**src/hw/rtl/fbs_ram.sv**
```systemverilog
`default_nettype none
module fbs_ram #(
	parameter int W = 16,
	parameter int D = 16
) (
	input  wire logic                          clk,
	input  wire logic                          we,
	input  wire logic [(D > 1 ? $clog2(D) : 1)-1:0] waddr,
	input  wire logic [W-1:0]                  wdata,
	input  wire logic [(D > 1 ? $clog2(D) : 1)-1:0] raddr,
	output logic      [W-1:0]                  rdata
);
	logic [W-1:0] mem [D];

	// one write port, registered read port
	always_ff @(posedge clk) begin
		if (we) begin
			mem[waddr] <= wdata;
		end
		rdata <= mem[raddr];
	end
endmodule
`default_nettype wire

```
**config.mk**
```make
export PLATFORM = sky130hd
export DESIGN_NAME = fbs_ram
export DESIGN_NICKNAME = d
export VERILOG_FILES = /design/src/hw/rtl/fbs_ram.sv
export SDC_FILE = /design/constraint.sdc
export NUM_CORES = 1
export LEC_CHECK = 0
export BUFFER_PORTS_ARGS = -buffer_cell sky130_fd_sc_hd__buf_4
export CORE_MARGIN = 2
export CORE_UTILIZATION = 65
export DETAILED_ROUTE_END_ITERATION = 16
export GPL_TIMING_DRIVEN = 0
export PLACE_DENSITY_LB_ADDON = 0.2
export SLEW_MARGIN = 0
export SYNTH_ARGS = -nofsm -noshare
export SYNTH_HDL_FRONTEND = slang
export SYNTH_SLANG_ARGS = --single-unit
export TNS_END_PERCENT = 1
```
**constraint.sdc**
```tcl
create_clock -name clk -period 4.41 [get_ports clk]
set_clock_uncertainty 0.2 [all_clocks]
set_input_delay 0.6615 -clock clk [delete_from_list [all_inputs] [get_ports clk]]
set_output_delay 0.6615 -clock clk [all_outputs]
set_load 0.05 [all_outputs]
```
* Yosys cells after proc, flatten, opt, wreduce, memory -nomap -nowiden
Memories as Yosys holds them, arrays and structs flattened. A register that Yosys moved wholly into a read port is not among the register bits.
Cells that the tools add are included.
** Cells by class
- Muxes and demuxes :: 2
** Operators by type and width (count)
- $mux W1 :: 2
** Storage, ports and cells
- Bits in registers :: 0
- Memory bits (writable) :: 256
- Bits of input ports :: 26
- Output and inout port bits :: 16
- Memories :: 1
** Memories
- mem :: depth 16, bits a word 16, read ports 1, clocked after Yosys merged registers in 1, write ports 1, RTL line 13 : logic [W-1:0] mem [D];

* Depth between registers and ports, before layout
- Depth in word-level cells :: 2
- Depth in mapped cells :: 5
- Gate-level depth less buffers :: 3

* Least setup slack after synthesis
Ideal clock, no wire load.
- Path kind :: input-to-reg
- From :: in waddr[2] in the netlist's numbering
- To :: mem mem[0][0] (enable)
- Setup time :: 409 ps
- Data arrival time :: 2307 ps
- Required time :: 3801 ps
- Path slack :: 1493 ps
- Cell stages on the path :: 2
- Buffers on the path :: 0
- Cell sequence :: or3b_2 -> nor3_1
** RTL lines
- from (decl) :: RTL line 8 : input wire logic [(D > 1 ? $clog2(D) : 1)-1:0] waddr,
- to (decl) :: RTL line 13
Straight into the memory's write port.

==> results.ini <==
[outcome]
status = complete, no violations

[critical_path]
worst_setup_path_start_kind = primary input
crit_arrival_ns = 2.42
cp_max_fo = 10
cp_data_required_time_ns = 4.60
critPathCaptureType = flop
path_class = in2reg

[clocking]
cts_hold_buf = 0
cts.repair.resized = 0
path_clk_slew_ns = 0.06
post-cts-setup-buffers = 0
root_buffer = clkbuf_16
numCtsBuffers = 26
cts_max_level = 1
clk_latency_ns = 0.53
cts_tree = built
cts.sinks = 272
clockBufferDepth = 3

[synth]
synth_area_um2 = 10000
synth.avg_cell_area_um2 = 23.2
synth_top_cell_area_share_pct = 76.5
synth_edf_count = 256
syn_inst = 432
yosys-top-cells-area = edfxtp_1 77%, mux4_2 12%, dfxtp_1 3.2%
ys_ff_latch = 272
yosys_warnings = 0
seq_area_frac_synth_pct = 79.7
synth_flop_cell = edfxtp_1
yosysTopAreaCell = edfxtp_1
async_flop_share_pct = 0
syn-num-nets = 458
ys_types = 19

[floorplanning]
die_x_um = 128
fp.dieH_um = 128
die_area_um2 = 16500
start_util_pct = 66.3
num_io_pins = 42
std_cell_rows = 45
core_um2 = 15100

[timing]
hold_violations = 0
tns_ns = 0
fmax_mhz = 448
report.final.slew_viol_count = 0
min_period_over_period_pct = 50.6
rsz0062_at_grt = no
slew_headroom_pct = 44.8
max_slew.worst_pin.slew_ns = 0.828
finalWorstSetupSlack_ns = 2.18
min_period_ns = 2.23
setup_viol = 0

[power]
leakagePower_uw = 0.00385
max-vdd-ir-drop_uv = 363
cellPowerDensity_nw_per_um2 = 459

[route]
drc = 0
first_pass_iters = 5
routed_wl_um = 21300
avgRoutedWirePerCell_um = 29.4
drtIter0Drc = 594
num_vias = 4820
ant_nets = 0
drt-vias-per-instance = 6.65

[cells_and_area]
drive_gt1_share_pct = 33.0
final_nets = 543
final_common_cell = edfxtp_1
area_delta_synth_final_pct = 16.4
antenna_cells = 0
design_area_um2 = 11700
final_cell_mix = 256 x edfxtp_1, 54 x mux4_2, 42 x buf_4

[grt]
antenna_found_initial = 0
grt_max_degree = 17
grt_pass1_vias = 4920
grt_usage_pct = 27.1
grt_pass1_wl_um = 31300
grt-ovfl-total = 0

[job]
cap_violations = 0

[placement]
place_ws_ns = 1.67
post_dp_cell_area_um2 = 10900
place.port_buffers = 39
hpwl_um = 12900
place.gp.congestion = 0.838

[worst_hold_path]
hold_path_class = in2reg

[worst max-delay path, cell delays in order]
cell     delay, ns
buf_2         0.22
buf_1         0.64
mux4_2        0.43
a22oi_1       0.35
nand2_1       0.12
[synthesized netlist by cell type (2+ instances only)]
cell	count
buf_2	3
nand2_1	17
a22oi_1	32
clkbuf_1	8
mux4_2	54
buf_1	3
buf_6	4
nand3b_1	2
buf_4	3
nand2b_1	2
nor3_1	4
nor2b_1	2
dfxtp_1	16
nor2_1	13
edfxtp_1	256
mux4_1	10
[per-layer routing]
metal	routed length, um	share of wire (%)	GRT usage, %
met3	1700	8.0	4.59
met1	8090	38	36.3
met4	451	2.1	7.56
met2	11100	52	47.0
met5	0	0	0
[sequential cells by signal, summed over array words and instances, names as in the netlist]
| register | flops |
|---|---|
| mem | 256 |
| rdata | 16 |
[report_power, final]
group / total, uW / switching [uW] / internal, uW / leakage (uW)
Sequential: 2910 / 16.5 / 2890 / 0.00245
Clock: 2110 / 908 / 1210 / 0.000409
Combinational: 344 / 215 / 129 / 0.000998
[worst paths after layout]
check | start | end | slack [ns] | depth (start not counted)
hold / removal | wdata[11] | mem[3][11] | 0.24 | 1
hold reg to reg | mem[12][1] | rdata[1] | 0.49 | 3
setup / recovery | raddr[1] | rdata[9] | 2.18 | 5
setup reg to reg | mem[3][9] | rdata[9] | 2.74 | 3
[per-stage QoR]
| step | instances | hold WS (ns) | total power, uW | util, % |
|---|---|---|---|---|
| after global placement | 659 | 0.462 | 3280 | 69.8 |
| after global routing | 725 | 0.242 | 5490 | 77.2 |
| after floorplan | 432 | 0.435 | 3160 | - |
| after detailed placement | 677 | 0.479 | 3300 | 71.8 |
| after CTS | 725 | 0.231 | 5380 | 77.2 |
| final | 725 | 0.236 | 5360 | 77.2 |
[area by class of cell]
class / instances / area [um2]
flip-flops and latches: 272 / 8010
fillers: 726 / 3460
multi-input cells: 139 / 1960
clock buffers: 33 / 718
repair buffers: 57 / 546
well taps: 188 / 235
plain buffers: 21 / 124
clock inverters: 15 / 93.8
[cells by family after synthesis]
logic type | after synthesis | share of synthesized area (%)
flip-flops | 272 | 79.7
buffers and inverters | 21 | 1.23
AO/OA/AOI/OAI | 32 | 2.39
AND/OR/NAND/NOR | 43 | 1.92
multiplexers | 64 | 14.7
Power figures use the tool's default switching activity.
