[src/hw/rtl/fbs_pkg.sv]
`default_nettype none
package fbs_pkg;

	// array sizes
	localparam int FANS        = 8;
	localparam int STAVE_TYPES = 4;
	localparam int ELEMS       = 16;
	localparam int TAPS        = 32;

	// field widths fixed by the interface
	localparam int SMP_W = 16;
	localparam int SUM_W = 48;

	// memory geometry
	localparam int TAP_DEPTH  = FANS * STAVE_TYPES * ELEMS * TAPS;
	localparam int COR_DEPTH  = FANS * STAVE_TYPES * ELEMS;
	localparam int TAP_AW     = (TAP_DEPTH > 1) ? $clog2(TAP_DEPTH) : 1;
	localparam int COR_AW     = (COR_DEPTH > 1) ? $clog2(COR_DEPTH) : 1;
	localparam int TAP_IDX_W  = (TAPS > 1) ? $clog2(TAPS) : 1;
	localparam int HIST_SLOTS = 2 ** TAP_IDX_W;
	localparam int ELEM_W     = (ELEMS > 1) ? $clog2(ELEMS) : 1;
	localparam int HIST_DEPTH = (2 ** ELEM_W) * HIST_SLOTS;
	localparam int HIST_AW    = ELEM_W + TAP_IDX_W;
	localparam int TAP_CNT_W  = $clog2(TAPS + 1);
	localparam int FAN_W      = (FANS > 1) ? $clog2(FANS) : 1;

	// datapath widths
	localparam int ACC_W = 2 * SMP_W + TAP_CNT_W;
	localparam int P_W   = ACC_W + SMP_W;
	localparam int T_W   = P_W + 1 - 15;

	// op codes
	localparam logic [1:0] OP_SAMPLE = 2'd0;
	localparam logic [1:0] OP_TAP    = 2'd1;
	localparam logic [1:0] OP_COR    = 2'd2;

	// register indexes
	localparam logic REG_FAN_MASK = 1'b0;
	localparam logic REG_TAPS     = 1'b1;

	// control of the shared multiply-accumulate unit
	typedef struct packed {
		logic clear;
		logic acc_en;
	} mac_ctrl_t;

endpackage
`default_nettype wire

[src/hw/rtl/fbs_mac.sv]
`default_nettype none
module fbs_mac (
	input  wire logic                                clk,
	input  wire logic                                arst_n,
	input  wire fbs_pkg::mac_ctrl_t                  ctrl,
	input  wire logic signed [fbs_pkg::ACC_W-1:0]    x_re,
	input  wire logic signed [fbs_pkg::ACC_W-1:0]    x_im,
	input  wire logic signed [fbs_pkg::SMP_W-1:0]    y_re,
	input  wire logic signed [fbs_pkg::SMP_W-1:0]    y_im,
	output logic signed      [fbs_pkg::P_W-1:0]      p_re_s1,
	output logic signed      [fbs_pkg::P_W-1:0]      p_im_s1,
	output logic signed      [fbs_pkg::ACC_W-1:0]    acc_re_q,
	output logic signed      [fbs_pkg::ACC_W-1:0]    acc_im_q,
	output logic                                     busy
);
	import fbs_pkg::*;

	logic acc_en_s1;

	// two registered multipliers
	always_ff @(posedge clk) begin
		p_re_s1 <= P_W'(x_re) * P_W'(y_re);
		p_im_s1 <= P_W'(x_im) * P_W'(y_im);
	end

	always_ff @(posedge clk or negedge arst_n) begin
		if (!arst_n) begin
			acc_en_s1 <= 1'b0;
		end else begin
			acc_en_s1 <= ctrl.acc_en;
		end
	end

	// accumulators follow the product stage
	always_ff @(posedge clk) begin
		if (ctrl.clear) begin
			acc_re_q <= '0;
			acc_im_q <= '0;
		end else if (acc_en_s1) begin
			acc_re_q <= acc_re_q + ACC_W'(p_re_s1);
			acc_im_q <= acc_im_q + ACC_W'(p_im_s1);
		end
	end

	assign busy = acc_en_s1;
endmodule
`default_nettype wire

[config.mk]
export PLATFORM = sky130hd
export DESIGN_NAME = fbs_mac
export DESIGN_NICKNAME = d
export VERILOG_FILES = /design/src/hw/rtl/fbs_pkg.sv /design/src/hw/rtl/fbs_mac.sv
export SDC_FILE = /design/constraint.sdc
export NUM_CORES = 2
export LEC_CHECK = 0
export ABC_AREA = 0
export BUFFER_PORTS_ARGS = -buffer_cell sky130_fd_sc_hd__buf_4
export CAP_MARGIN = 20
export CORE_UTILIZATION = 46
export CTS_CLUSTER_DIAMETER = 50
export DETAILED_ROUTE_END_ITERATION = 8
export PLACE_DENSITY = 0.61
export SKIP_CTS_REPAIR_TIMING = 1
export SLEW_MARGIN = 0
export SYNTH_ARGS = -nofsm -noshare
export SYNTH_HDL_FRONTEND = slang
export SYNTH_SLANG_ARGS = --single-unit
[constraint.sdc]
create_clock -name clk -period 3.27 [get_ports clk]
set_input_delay 0.4905 -clock clk [delete_from_list [all_inputs] [get_ports clk]]
set_output_delay 0.4905 -clock clk [all_outputs]
set_load 0.01 [all_outputs]
Word-level counts from Yosys, hierarchy flattened. Cells that the tools add are included.

Add/sub/neg operators: 2. $mul: 2.

Operators by type and width (number): 38-bit by 16-bit multiplier with 54-bit output (2); 38-bit adder (2).

Flip-flop bits (word level): 185. Bits of input ports: 112. Output and inout bits: 185.

Depth between registers and ports, before layout.
Depth after elaboration: 1. Mapped depth: 26. Depth with buffers taken out: 25.

Worst setup path after synthesis. No wires, ideal clock.

Path type: in2reg. Start point: input port y_im[1] (netlist name). End point: register p_im_s1[48] (netlist name). Path buffers: 3. Stages: 26. Library setup time: 123 ps. Setup slack: -3346 ps. Arrival time: 6493 ps. Cell sequence: clkbuf_1 > clkbuf_1 > nand2_1 > fa_1 > inv_1 > fa_1 > inv_1 > fa_1 > inv_1 > fa_1 > fa_1 > inv_1 > fa_1 > inv_1 > ha_1 > clkbuf_1 > a21o_1 > a21o_1 > a21oi_1 > nor3b_1 > o211ai_2 > a221oi_1 > o31ai_2 > a21oi_1 > o21ai_1 > xor2_1.

Cells in the longest elaborated chain, start to end: 1.

RTL lines: from (decl) (line fbs_mac.sv:9) `input wire logic signed [fbs_pkg::SMP_W-1:0] y_im,`; 38-bit by 16-bit multiplier with 54-bit output (line fbs_mac.sv:23) `p_im_s1 <= P_W'(x_im) * P_W'(y_im);`; to (signal assigned) (line fbs_mac.sv:23); to (decl) (line fbs_mac.sv:11) `output logic signed [fbs_pkg::P_W-1:0] p_im_s1,`.

Every way passes these cells. A chain may end at the register's enable or synchronous reset.

Worst setup path after layout.
Start point: input port y_im[4] (netlist name). End point: register p_im_s1[48] (netlist name).

The elaborated chain is that of the path after synthesis.

==> run metrics <==
Clock Tree Buf Depth 2; hold_sp ctrl[0]; core area 108700 µm²; initial antenna violation count 0; status finished with violations; Worst R2R Start p_im_s1[7]$_DFF_P_; CP Data Arrival Time 6.47 ns; DR iter-0 viols 2299; Seq/Total Area, Yosys 0.07361; largest family of logic cells by synthesized area adder cells; initial core utilization 0.4635; RD Place Congestion 0.9252; clock network latency to the later pin of the worst-skew pair 0.50 ns; cell taking the most area after synthesis fa_1; Post-synth EDFFs 0; Synth top area share 0.4538; Mapped Nets 7350; Tmin final 6.059 ns; Least-Margin Pin Slew 0.5898 ns; antenna-violating nets left 0; Vias 40960; R2R setup slack -0.07 ns; die area 110900 µm²; failing checks negative setup slack; FMAX 0.1651 GHz; simple-gate area share of the yosys netlist 0.1534; first-pass GRT wire length 235800 µm; synth unique cells 75; Num CTS Buffers 17; max_slew headroom 0.5966; CP startpoint kind primary input; total routed wirelength 147200 µm; wire per inst 18.23 µm; syn_area_per_cell 8.732 µm²; final max-slew violation count 0; Reg clk slew, reported paths 0.10 ns; All-Layer GR Usage 0.2713; top area cells in the synthesized netlist fa_1 (45%), inv_1 (10%), ha_1 (8.1%); setup slack after layout -2.789 ns; I/O pin count 297; Crit Path Class primary input to flip-flop; area delta synth->final 25.61%; largest net degree at the start of global routing 53; CTS Root Cell clkbuf_16; synthesized area 50380 µm²; Top FF cell, synth dfxtp_1; CTS Sinks 185; FF-to-FF End acc_im_q[37]$_SDFFE_PP0P_; Via-to-Cell Ratio 5.075; R2R cell count 11; Synth Area in Adders 0.5347; DP HPWL 126400 µm; worst-path fanout max 7; final net count 8224; post-synthesis mux area share 0.009760; # setup viols final 97; Post-synth ARST share 0.005405; final period utilization 1.853; Synth Area in Compound Gates 0.07664; xor/xnor share of the synthesized area 0.02886; GR Overflow Total 0; share of cells above drive strength 1 0.2262; H-tree depth 4; Setup crit end p_im_s1[48]$_DFF_P_; Initial DRT Pass Iterations 6; Cells after Synth 5770; vias in the first global route 43880; max-cap violation count 0; die width 332.9 µm; # DRC 0; Die H 332.9 µm; Yosys warning count 0; WHS Path Cells 1; ant diodes 0; Seq cells post-synth 185; Final Hold Vio Count 0; Critical Path RT 3.68 ns; row count 121; dpl ws -3.563 ns; worst hold-check path type primary input to flip-flop; CP startpoint y_im[4]; Worst Skew 0.02237 ns; unrepaired setup endpoints after global routing true; Crit. End Element flip-flop; I/O Buffers 296; CTS tree built
## worst max-delay path: stages
cell and delay [ns]:
buf_12 0.10, buf_12 0.12, buf_8 0.11, buf_12 0.11
nand2_4 0.04, fa_1 0.54, inv_2 0.04, fa_1 0.49
inv_1 0.05, fa_1 0.49, inv_2 0.04, fa_1 0.50
fa_1 0.55, inv_2 0.04, fa_1 0.51, inv_2 0.05
ha_4 0.21, a21o_1 0.19, a21o_1 0.17, a21o_1 0.17
a21o_1 0.18, a21o_1 0.19, a221oi_4 0.38, o31ai_4 0.13
a21oi_4 0.23, buf_4 0.15, o21ai_2 0.05, xor2_1 0.15
## area by class of cell
class                           count  area (µm²)
Tap cell                         1414        1769
Inverter                         1404        5274
Fill cell                        9751       45420
Multi-Input combinational cell   3937       42380
Timing Repair Buffer             1099        9495
Clock inverter                     15       229.0
Sequential cell                   185        3712
Clock buffer                       17       425.4
## cells by family (layout without fill, tap and decap cells)
logic type	count (synthesis)	in the layout
AO/OA/AOI/OAI	590	590
flip-flops	185	185
adder cells (fa/ha/maj)	1468	1468
multiplexers	49	49
AND/OR/NAND/NOR	1664	1664
XOR/XNOR	166	166
buffers and inverters	1648	2535
## worst min-delay path by stage
stage / slack, ns / end
after global placement: 0.27 / busy$_DFF_PN0_
after floorplan: 0.19 / busy$_DFF_PN0_
after CTS: -0.29 / busy$_DFF_PN0_
final: 0.10 / busy$_DFF_PN0_
after global routing: 0.07 / busy$_DFF_PN0_
after detailed placement: 0.27 / busy$_DFF_PN0_
## flip-flops by register name, indices dropped and copies added, names as in the netlist
signal and count:
acc_im_q 38, p_im_s1 54, p_re_s1 54, acc_re_q 38, busy 1
## Yosys cell counts, drive strengths merged, types with 4 or more instances
cell type  instances
or2                5
o31ai             10
a211oi            38
o211a              4
mux2i             48
a31oi             12
a311oi             5
and3              19
nand4             19
a31o               5
nand3             29
dfxtp            184
o21a              29
a2111o             4
o2111ai            5
o21ai            108
a21o             106
xor2              49
ha               326
fa              1142
o211ai            12
buf               13
nand2b            37
nor2b             24
or4                4
o311ai             6
and2             405
a21oi            171
clkbuf           231
o31a               5
o21bai            24
nor2             211
inv             1404
nor4               8
a41oi              4
or3                6
nand2            851
a211o              8
nand3b            10
a221oi            10
nor3              25
and4               4
xnor2            117
## layer usage
metal / vias up / global-route usage / share of wire
li1: 18900 / - / -
met1: 20750 / 0.3619 / 0.43
met2: 1106 / 0.4573 / 0.48
met3: 194 / 0.04513 / 0.065
met4: 0 / 0.06952 / 0.028
met5: - / 0 / 0
## stage by stage
step                setup TNS, ns  area, µm²  hold WS (ns)    util  instances
CTS                       -214.49      60970       -0.2936  0.5609       8014
finish                    -205.10      63280        0.1021  0.5822       8071
floorplan                 -200.35      52230        0.1949       -       5770
global route              -221.95      63280       0.07436  0.5822       8071
global placement          -264.28      60320        0.2658  0.5549       7982
detailed placement        -268.04      60320        0.2663  0.5549       7982
## placed cells by master (no fill, tap or decap), types with 20 or more instances in the layout
cell type,count
a211oi_1,28
a21o_1,104
a21oi_1,126
a21oi_2,34
and2_1,362
and2_4,43
buf_12,47
buf_4,956
buf_6,61
clkbuf_16,29
dfxtp_1,184
fa_1,1104
fa_2,38
ha_1,273
ha_4,47
inv_1,1354
inv_2,49
mux2i_1,48
nand2_1,822
nand2b_1,36
nand3_1,26
nor2_1,195
nor2b_1,22
nor3_1,20
o21a_1,28
o21ai_0,57
o21ai_1,34
o21bai_1,20
xnor2_1,109
xor2_1,47
Power is left out: the tool's default activity adds up to more than one toggle a clock period on the data nets, which glitch-free logic cannot reach.
